<file path="src/hdl/ppc_pkg.sv">
// Shared constants, codes and types of the parallelepiped pixel classifier.
package ppc_pkg;

	// Defaults of the top-level parameters.
	localparam int DEF_MAX_CLASSES = 16;
	localparam int DEF_MAX_BANDS   = 4;
	localparam int DEF_SAMPLE_BITS = 16;
	localparam int DEF_LABEL_BITS  = 8;

	// Fixed field widths of the item and register interface.
	localparam int SAMPLE_FIELDS  = 4;
	localparam int SLOT_BITS      = 4;
	localparam int BAND_SEL_BITS  = 2;
	localparam int CLASS_CNT_BITS = 5;
	localparam int BAND_CNT_BITS  = 3;
	localparam int NODATA_BITS    = 16;
	localparam int PADDR_BITS     = 5;
	localparam int PDATA_BITS     = 32;

	// Item kinds carried on the mode field.
	localparam logic MODE_LOAD  = 1'b0;
	localparam logic MODE_PIXEL = 1'b1;

	// Register indexes, taken from paddr word address.
	typedef enum logic [2:0] {
		REG_CLASSES    = 3'd0,
		REG_BANDS      = 3'd1,
		REG_OVERLAP    = 3'd2,
		REG_NODATA_EN  = 3'd3,
		REG_NODATA_VAL = 3'd4
	} reg_idx_t;

	// Saturating count of the boxes that a pixel has fallen into so far.
	typedef enum logic [1:0] {
		HITS_NONE = 2'd0,
		HITS_ONE  = 2'd1,
		HITS_MANY = 2'd2
	} hits_t;

	// Control part of a token travelling down the chain of cells.
	typedef struct packed {
		logic  valid;
		logic  pixel;
		logic  nodata;
		hits_t hits;
	} tok_ctrl_t;

endpackage

</file>
<file path="src/hdl/ppc_cell.sv">
// One class box of the chain. A load token that names this slot writes the box
// as it enters. A pixel token is compared against the box in the first stage,
// where the squared midpoint distances per band are also formed; the second
// stage sums them and updates the running best match carried by the token.
module ppc_cell #(
	parameter int SAMPLE_BITS  = ppc_pkg::DEF_SAMPLE_BITS,
	parameter int LABEL_BITS   = ppc_pkg::DEF_LABEL_BITS,
	parameter int STORED_BANDS = ppc_pkg::DEF_MAX_BANDS,
	parameter int CELL_IDX     = 0,
	parameter int DIST_BITS    = 2 * (ppc_pkg::DEF_SAMPLE_BITS + 1) + 2
) (
	input  logic                               clk,
	input  logic                               arst_n,
	input  logic                               adv,
	input  logic [ppc_pkg::CLASS_CNT_BITS-1:0] classes_in_use,
	input  logic [STORED_BANDS-1:0]            band_en,
	input  ppc_pkg::tok_ctrl_t                 ctrl_i,
	input  logic [ppc_pkg::SLOT_BITS-1:0]      slot_i,
	input  logic [ppc_pkg::BAND_SEL_BITS-1:0]  band_i,
	input  logic [LABEL_BITS-1:0]              label_i,
	input  logic [SAMPLE_BITS-1:0]             lower_i,
	input  logic [SAMPLE_BITS-1:0]             upper_i,
	input  logic [SAMPLE_BITS-1:0]             samp_i [STORED_BANDS],
	input  logic [LABEL_BITS-1:0]              best_label_i,
	input  logic [DIST_BITS-1:0]               best_dist_i,
	output ppc_pkg::tok_ctrl_t                 ctrl_o,
	output logic [ppc_pkg::SLOT_BITS-1:0]      slot_o,
	output logic [ppc_pkg::BAND_SEL_BITS-1:0]  band_o,
	output logic [LABEL_BITS-1:0]              label_o,
	output logic [SAMPLE_BITS-1:0]             lower_o,
	output logic [SAMPLE_BITS-1:0]             upper_o,
	output logic [SAMPLE_BITS-1:0]             samp_o [STORED_BANDS],
	output logic [LABEL_BITS-1:0]              best_label_o,
	output logic [DIST_BITS-1:0]               best_dist_o
);

	localparam int DIFF_BITS = SAMPLE_BITS + 1;
	localparam int SQ_BITS   = 2 * DIFF_BITS;

	// Box held by this cell.
	logic [SAMPLE_BITS-1:0] box_lower_q [STORED_BANDS];
	logic [SAMPLE_BITS-1:0] box_upper_q [STORED_BANDS];
	logic [LABEL_BITS-1:0]  box_label_q;

	logic                   load_hit;
	logic                   active;
	logic [STORED_BANDS-1:0] in_box;
	logic [DIFF_BITS-1:0]   twice_c [STORED_BANDS];
	logic [DIFF_BITS-1:0]   mid2_c  [STORED_BANDS];
	logic [DIFF_BITS-1:0]   diff_c  [STORED_BANDS];
	logic [SQ_BITS-1:0]     sq_c    [STORED_BANDS];
	logic                   hit_c;

	ppc_pkg::tok_ctrl_t            ctrl_s1;
	logic                          hit_s1;
	logic [ppc_pkg::SLOT_BITS-1:0] slot_s1;
	logic [ppc_pkg::BAND_SEL_BITS-1:0] band_s1;
	logic [LABEL_BITS-1:0]         label_s1;
	logic [SAMPLE_BITS-1:0]        lower_s1;
	logic [SAMPLE_BITS-1:0]        upper_s1;
	logic [SAMPLE_BITS-1:0]        samp_s1 [STORED_BANDS];
	logic [LABEL_BITS-1:0]         best_label_s1;
	logic [DIST_BITS-1:0]          best_dist_s1;
	logic [SQ_BITS-1:0]            sq_s1 [STORED_BANDS];
	logic [LABEL_BITS-1:0]         box_label_s1;

	logic [DIST_BITS-1:0]          sum_c;
	ppc_pkg::tok_ctrl_t            ctrl_c;
	logic [LABEL_BITS-1:0]         best_label_c;
	logic [DIST_BITS-1:0]          best_dist_c;

	ppc_pkg::tok_ctrl_t            ctrl_s2;
	logic [ppc_pkg::SLOT_BITS-1:0] slot_s2;
	logic [ppc_pkg::BAND_SEL_BITS-1:0] band_s2;
	logic [LABEL_BITS-1:0]         label_s2;
	logic [SAMPLE_BITS-1:0]        lower_s2;
	logic [SAMPLE_BITS-1:0]        upper_s2;
	logic [SAMPLE_BITS-1:0]        samp_s2 [STORED_BANDS];
	logic [LABEL_BITS-1:0]         best_label_s2;
	logic [DIST_BITS-1:0]          best_dist_s2;

	// A load token for this slot writes the box as it enters the cell.
	assign load_hit = adv && ctrl_i.valid && (ctrl_i.pixel == ppc_pkg::MODE_LOAD) &&
		(int'(slot_i) == CELL_IDX) && (int'(band_i) < STORED_BANDS);

	always_ff @(posedge clk) begin
		if (load_hit) begin
			box_label_q <= label_i;
			for (int b = 0; b < STORED_BANDS; b++) begin
				if (int'(band_i) == b) begin
					box_lower_q[b] <= lower_i;
					box_upper_q[b] <= upper_i;
				end
			end
		end
	end

	// The cell takes part only while its slot is below the class count.
	assign active = int'(classes_in_use) > CELL_IDX;

	// Band test and squared distance to the doubled midpoint.
	always_comb begin
		for (int b = 0; b < STORED_BANDS; b++) begin
			in_box[b]  = !band_en[b] ||
				((samp_i[b] >= box_lower_q[b]) && (samp_i[b] <= box_upper_q[b]));
			twice_c[b] = {samp_i[b], 1'b0};
			mid2_c[b]  = DIFF_BITS'(box_lower_q[b]) + DIFF_BITS'(box_upper_q[b]);
			diff_c[b]  = (twice_c[b] >= mid2_c[b]) ? (twice_c[b] - mid2_c[b]) :
				(mid2_c[b] - twice_c[b]);
			sq_c[b]    = SQ_BITS'(diff_c[b]) * SQ_BITS'(diff_c[b]);
		end
		hit_c = ctrl_i.valid && (ctrl_i.pixel == ppc_pkg::MODE_PIXEL) && active && (&in_box);
	end

	// First stage registers.
	always_ff @(posedge clk or negedge arst_n) begin
		if (!arst_n) begin
			ctrl_s1 <= '0;
		end else if (adv) begin
			ctrl_s1 <= ctrl_i;
		end
	end

	always_ff @(posedge clk) begin
		if (adv) begin
			hit_s1        <= hit_c;
			slot_s1       <= slot_i;
			band_s1       <= band_i;
			label_s1      <= label_i;
			lower_s1      <= lower_i;
			upper_s1      <= upper_i;
			samp_s1       <= samp_i;
			best_label_s1 <= best_label_i;
			best_dist_s1  <= best_dist_i;
			sq_s1         <= sq_c;
			box_label_s1  <= box_label_q;
		end
	end

	// Sum the band terms and fold this box into the running best match.
	always_comb begin
		sum_c = '0;
		for (int b = 0; b < STORED_BANDS; b++) begin
			if (band_en[b]) begin
				sum_c = sum_c + DIST_BITS'(sq_s1[b]);
			end
		end
		ctrl_c       = ctrl_s1;
		best_label_c = best_label_s1;
		best_dist_c  = best_dist_s1;
		if (hit_s1) begin
			case (ctrl_s1.hits) inside
				ppc_pkg::HITS_ONE, ppc_pkg::HITS_MANY: begin
					ctrl_c.hits = ppc_pkg::HITS_MANY;
					if (sum_c < best_dist_s1) begin
						best_label_c = box_label_s1;
						best_dist_c  = sum_c;
					end
				end
				default: begin
					ctrl_c.hits  = ppc_pkg::HITS_ONE;
					best_label_c = box_label_s1;
					best_dist_c  = sum_c;
				end
			endcase
		end
	end

	// Second stage registers, which are the cell outputs.
	always_ff @(posedge clk or negedge arst_n) begin
		if (!arst_n) begin
			ctrl_s2 <= '0;
		end else if (adv) begin
			ctrl_s2 <= ctrl_c;
		end
	end

	always_ff @(posedge clk) begin
		if (adv) begin
			slot_s2       <= slot_s1;
			band_s2       <= band_s1;
			label_s2      <= label_s1;
			lower_s2      <= lower_s1;
			upper_s2      <= upper_s1;
			samp_s2       <= samp_s1;
			best_label_s2 <= best_label_c;
			best_dist_s2  <= best_dist_c;
		end
	end

	assign ctrl_o       = ctrl_s2;
	assign slot_o       = slot_s2;
	assign band_o       = band_s2;
	assign label_o      = label_s2;
	assign lower_o      = lower_s2;
	assign upper_o      = upper_s2;
	assign samp_o       = samp_s2;
	assign best_label_o = best_label_s2;
	assign best_dist_o  = best_dist_s2;

endmodule

</file>
<file path="config.mk">
export PLATFORM = sky130hd
export DESIGN_NAME = ppc_cell
export DESIGN_NICKNAME = d
export VERILOG_FILES = /design/src/hdl/ppc_pkg.sv /design/src/hdl/ppc_cell.sv
export SDC_FILE = /design/constraint.sdc
export NUM_CORES = 2
export LEC_CHECK = 0
export BUFFER_PORTS_ARGS = -buffer_cell sky130_fd_sc_hd__buf_2
export CORE_MARGIN = 2
export CORE_UTILIZATION = 30
export CTS_CLUSTER_SIZE = 28
export DETAILED_ROUTE_END_ITERATION = 16
export GPL_ROUTABILITY_DRIVEN = 0
export PLACE_DENSITY = 0.55
export SYNTH_ARGS = -nofsm -noshare
export SYNTH_HDL_FRONTEND = slang
export SYNTH_SLANG_ARGS = --single-unit
</file>
<file path="constraint.sdc">
create_clock -name clk -period 13.3 [get_ports clk]
set_input_delay 1.33 -clock clk [delete_from_list [all_inputs] [get_ports clk]]
set_output_delay 1.33 -clock clk [all_outputs]
set_load 0.01 [all_outputs]
</file>
Yosys cells after proc, flatten, opt, wreduce, memory -nomap -nowiden --
Memory sizes are Yosys's and may differ from the RTL's. Cells that the tools add are included.
Operators by class: add/subtract/negate cells 15, multiply operators 4, divide/modulo/power cells 0, order comparisons 14, equal/unequal tests 5, shifts and indexed selects 0, mux-type cells 46, bitwise gates (word level) 1, reductions and logical operators 28
Operators with widths (number):
- two-way mux 36 bit | 6
- multiplier 17 x 17 -> 34 bit | 4
- subtractor 17 bit | 8
- adder 36 x 34 -> 36 bit | 3
- two-way mux 16 bit | 6
- OR reduction 16 bit | 6
- adder 16 x 16 -> 17 bit | 4
- >= comparator 17 bit | 4
- two-way mux 17 bit | 4
- >= comparator 16 bit | 4
- less-or-equal comparator 16 bit | 4
- less-than comparator 36 bit | 1
- two-way mux 34 bit | 1
- two-way mux 8 bit | 3
- two-way mux 1 bit | 18
- two-way mux 2 bit | 8
- logical AND 1 bit | 10
- equality test 2 bit, second input constant | 3
- greater-than comparator 5 x 1 -> 1 bit, second input constant | 1
- equality test 2 x 1 -> 1 bit, second input constant | 2
- zero test 1 bit | 4
- zero test 4 bit | 1
- logical OR 1 bit | 4
- AND reduction 4 bit | 1
- other kinds (3) | 3
Word-level totals: register bits after elaboration 471, bits in latches 0, RAM bits 128, ROM bits 0, bits of input ports 171, logic and storage cells 152, memories kept 2
Memory list:
- box_lower_q | depth 4, bits a word 16, read ports 4, clocked after memory_dff 0, write ports 1, RTL line ppc_cell.sv:41 | logic [SAMPLE_BITS-1:0] box_lower_q [STORED_BANDS];
- box_upper_q | depth 4, bits a word 16, read ports 4, clocked after memory_dff 0, write ports 1, RTL line ppc_cell.sv:42 | logic [SAMPLE_BITS-1:0] box_upper_q [STORED_BANDS];

Longest topological paths before layout --
word-level depth 11, depth in mapped cells 49, gate-level depth less buffers 46

Worst setup path before layout --
No wires, ideal clock.
path type register -> register, start point mem box_lower_q[1][0] in the netlist's numbering, end point reg sq_s1[101] in the netlist's numbering, data pin, library setup time 0.268 ns, data arrival time 10.761 ns, path slack 2.271 ns, stages on the path, launching flop included 49, path buffers 2, cell sequence edfxtp_1 -> ha_1 -> fa_1 -> a21o_1 -> a21oi_1 -> o21bai_1 -> a21oi_1 -> nor2b_1 -> o21a_1 -> o31a_1 -> o41ai_1 -> o211ai_1 -> xor2_1 -> ha_1 -> clkbuf_1 -> nand4_1 -> nor2_1 -> a311oi_2 -> [... 13 more ...] -> fa_1 -> inv_1 -> ha_1 -> fa_1 -> inv_1 -> fa_1 -> inv_1 -> ha_1 -> nor3_1 -> o2111ai_1 -> a31oi_1 -> o31a_1 -> o21ai_0 -> a311o_1 -> a21o_1 -> a21o_1 -> a21oi_1 -> xnor3_1
RTL lines:
- start: declaration | RTL line ppc_cell.sv:41
- end signal: assignment | RTL line ppc_cell.sv:135 | sq_s1 <= sq_c;
- end: declaration | RTL line ppc_cell.sv:64 | logic [SQ_BITS-1:0] sq_s1 [STORED_BANDS];

==> reports/metrics.yaml <==
outcome:
  status: "complete, no violations"
critical_path:
  cp.arrival_ns: 12.90
  crit_top_cell: "fa_1"
  critPathMaxStageDelay_ns: 0.60
  critical_path_class: "flip-flop to flip-flop"
  crit_path_end_kind: "flip-flop"
  crit_slowest_cell: "fa_1"
  start_kind: "flip-flop"
  cp.required_ns: 13.76
  critPathMaxFanout: 14
timing:
  final.period_utilization_pct: 93.5
  hold_viol: 0
  finalClockSkew_ns: 0.116
  fmaxAchievable_mhz: 80.4
  final-setup-viol-count: 0
  maxSlewViolCount: 0
  worst_pin_slew_ns: 1.10
  max_slew_margin_pct: 25.7
  tns_ns: 0
  rsz0062_at_grt: "no"
  period_needed_ns: 12.44
cells_and_area:
  nets: 9389
  area_growth_syn_to_layout_pct: 11.3
  drive_gt1_share_pct: 9.53
  nFillCells: 24000
  antenna_cells: 0
floorplanning:
  die_x_um: 491
  io_pins: 330
  dieArea_um2: 241000
  placementRows: 178
  fp.dieH_um: 491
  initial_core_util_pct: 30.2
  core_area_um2: 235000
detailed_routing:
  drtIter0Drc: 4066
  vias_per_cell: 4.87
  drt-total-wl_mm: 215
  wl_per_cell_um: 20.0
  antenna_left: 0
  drc: 0
  drt_pre_antenna_iters: 5
  num_vias: 52500
logic_synthesis:
  synth_top_cell_area_share_pct: 24.7
  synth-seq-area-share_pct: 25.1
  synth-edff-count: 585
  syn_avg_cell_area_um2: 9.79
  ys_seq_elements: 595
  synthTopCellsByArea: "edfxtp_1 (25%), fa_1 (22%), ha_1 (16%)"
  yosysWarningCount: 0
  synthFlopType: "edfxtp_1"
  yosysMostFrequentCell: "inv_1"
  synthArstFlopShare_pct: 1.68
  netlist_area_um2: 71100
  syn_inst: 7260
  yosys.area.top_type: "edfxtp_1"
  synth.distinct_cells: 106
  syn_nets: 9093
  synth_common_cells: "inv_1 (1426), ha_1 (890), fa_1 (772)"
cts:
  htreeDepth: 3
  cts_sinks: 595
  cts-root-buf: "clkbuf_16"
  clk_latency_ns: 0.75
  clk_pin_slew_ns: 0.07
  cts_buffer_depth: 3
  cts_tree: "yes"
  cts_inserted_buffers: 76
global_route:
  grt-ovfl-total: 0
  grt_first_pass_wirelength_mm: 330
  grt_max_degree: 159
  first_global_vias: 54200
  globalRouteTotalUtil_pct: 17.8
  antenna_found_initial: 21
worst_hold_path:
  worst_hold_path_type: "flip-flop to flip-flop"
job:
  maxCapViolations: 0
placed_design:
  portBuffers: 329
  dp_hpwl_mm: 176
per-stage QoR:
stage	std cells	hold slack, ns	setup WS [ns]	util, %	area [um2]
floorplan	7260	0.400	2.27	-	71100
finish	10800	0.391	0.860	33.6	79100
global route	10800	0.399	0.0756	33.6	79100
detailed placement	10600	0.405	1.01	32.5	76500
global placement	10600	0.400	1.16	32.5	76500
CTS	10800	0.382	0.924	33.6	79100
sequential cells by signal, indices dropped and copies added (netlist names), 3 cells and up:
name           cells
box_label_q        8
box_label_s1       8
ctrl_o             5
upper_o           16
best_dist_s1      36
lower_s1          16
label_s1           8
ctrl_c             3
box_lower_q       64
best_label_s1      8
best_label_o       8
slot_o             4
samp_s1           64
upper_s1          16
best_dist_o       36
box_upper_q       64
lower_o           16
samp_o            64
sq_s1            132
label_o            8
slot_s1            4
placed cells by master (no fill, tap or decap), drive strengths merged, types with 72 or more instances in the layout:
| master | count |
|---|---|
| a21o | 222 |
| a21oi | 376 |
| buf | 406 |
| clkbuf | 88 |
| edfxtp | 585 |
| fa | 772 |
| ha | 890 |
| inv | 1462 |
| mux2 | 87 |
| nand2 | 574 |
| nand3 | 72 |
| nor2 | 496 |
| o21a | 75 |
| o21ai | 212 |
| o21bai | 76 |
| xnor2 | 252 |
| xor2 | 92 |
worst paths after layout:
check                                             from                      to  slack [ns]  cells past startpoint
setup / recovery           box_upper_q[0][0]$_DFFE_PP_    sq_s1[135]$_DFFE_PP_        0.86                     46
hold / removal                   samp_s1[55]$_DFFE_PP_    samp_o[55]$_DFFE_PP_        0.39                      0
setup reg to reg           box_upper_q[0][0]$_DFFE_PP_    sq_s1[135]$_DFFE_PP_        0.86                     46
hold reg to reg                  samp_s1[55]$_DFFE_PP_    samp_o[55]$_DFFE_PP_        0.39                      0
max in group asynchronous                       arst_n   ctrl_o[2]$_DFFE_PN0P_       12.34                      1
min in group asynchronous                       arst_n  ctrl_s1[0]$_DFFE_PN0P_        0.56                      1
cell type report:
class	instances	area, um2	share of cell area (%)
tap	3150	3940	4.98
clock buffer	88	1950	2.46
inverter	1457	5470	6.92
sequential	595	17800	22.5
timing repair buffer	406	2260	2.86
clock inverter	54	672	0.850
multi-input combinational	5020	47000	59.4
critical path: cells and delay by family, from the launching register on:
kind            cells  cell delay, ns
compound gates     15            3.70
buf+inv             8            1.17
simple gates       10            2.00
fa+ha+maj          10            4.52
xor+xnor            3            0.38
flops               1            0.41
layer usage:
metal	part of all wire [%]	global-route usage, %
met1	45	24.1
met2	45	28.4
met3	6.2	3.08
met4	4.1	6.45
met5	0.039	0
what timing repair did:
action | CTS | global route
setup endpoints to repair | 0 | 2
hold buffers | 0 | 0
gates resized for setup | 0 | 1
buffers inserted | 0 | 0
kinds of logic (layout without fill, tap and decap cells):
| kind of cell | Yosys count | after routing | share of synthesized area (%) |
|---|---|---|---|
| compound gates | 1320 | 1320 | 12.4 |
| buf+inv | 1645 | 2005 | 8.88 |
| flops | 595 | 595 | 25.1 |
| other cells | 1 | 1 | 0.00528 |
| simple gates | 1575 | 1575 | 9.99 |
| xor+xnor | 345 | 345 | 4.43 |
| mux | 117 | 117 | 1.83 |
| fa+ha+maj | 1662 | 1662 | 37.4 |
Power is not shown: default switching activity piles up to over one toggle a cycle in this logic, so the estimate is an artifact.
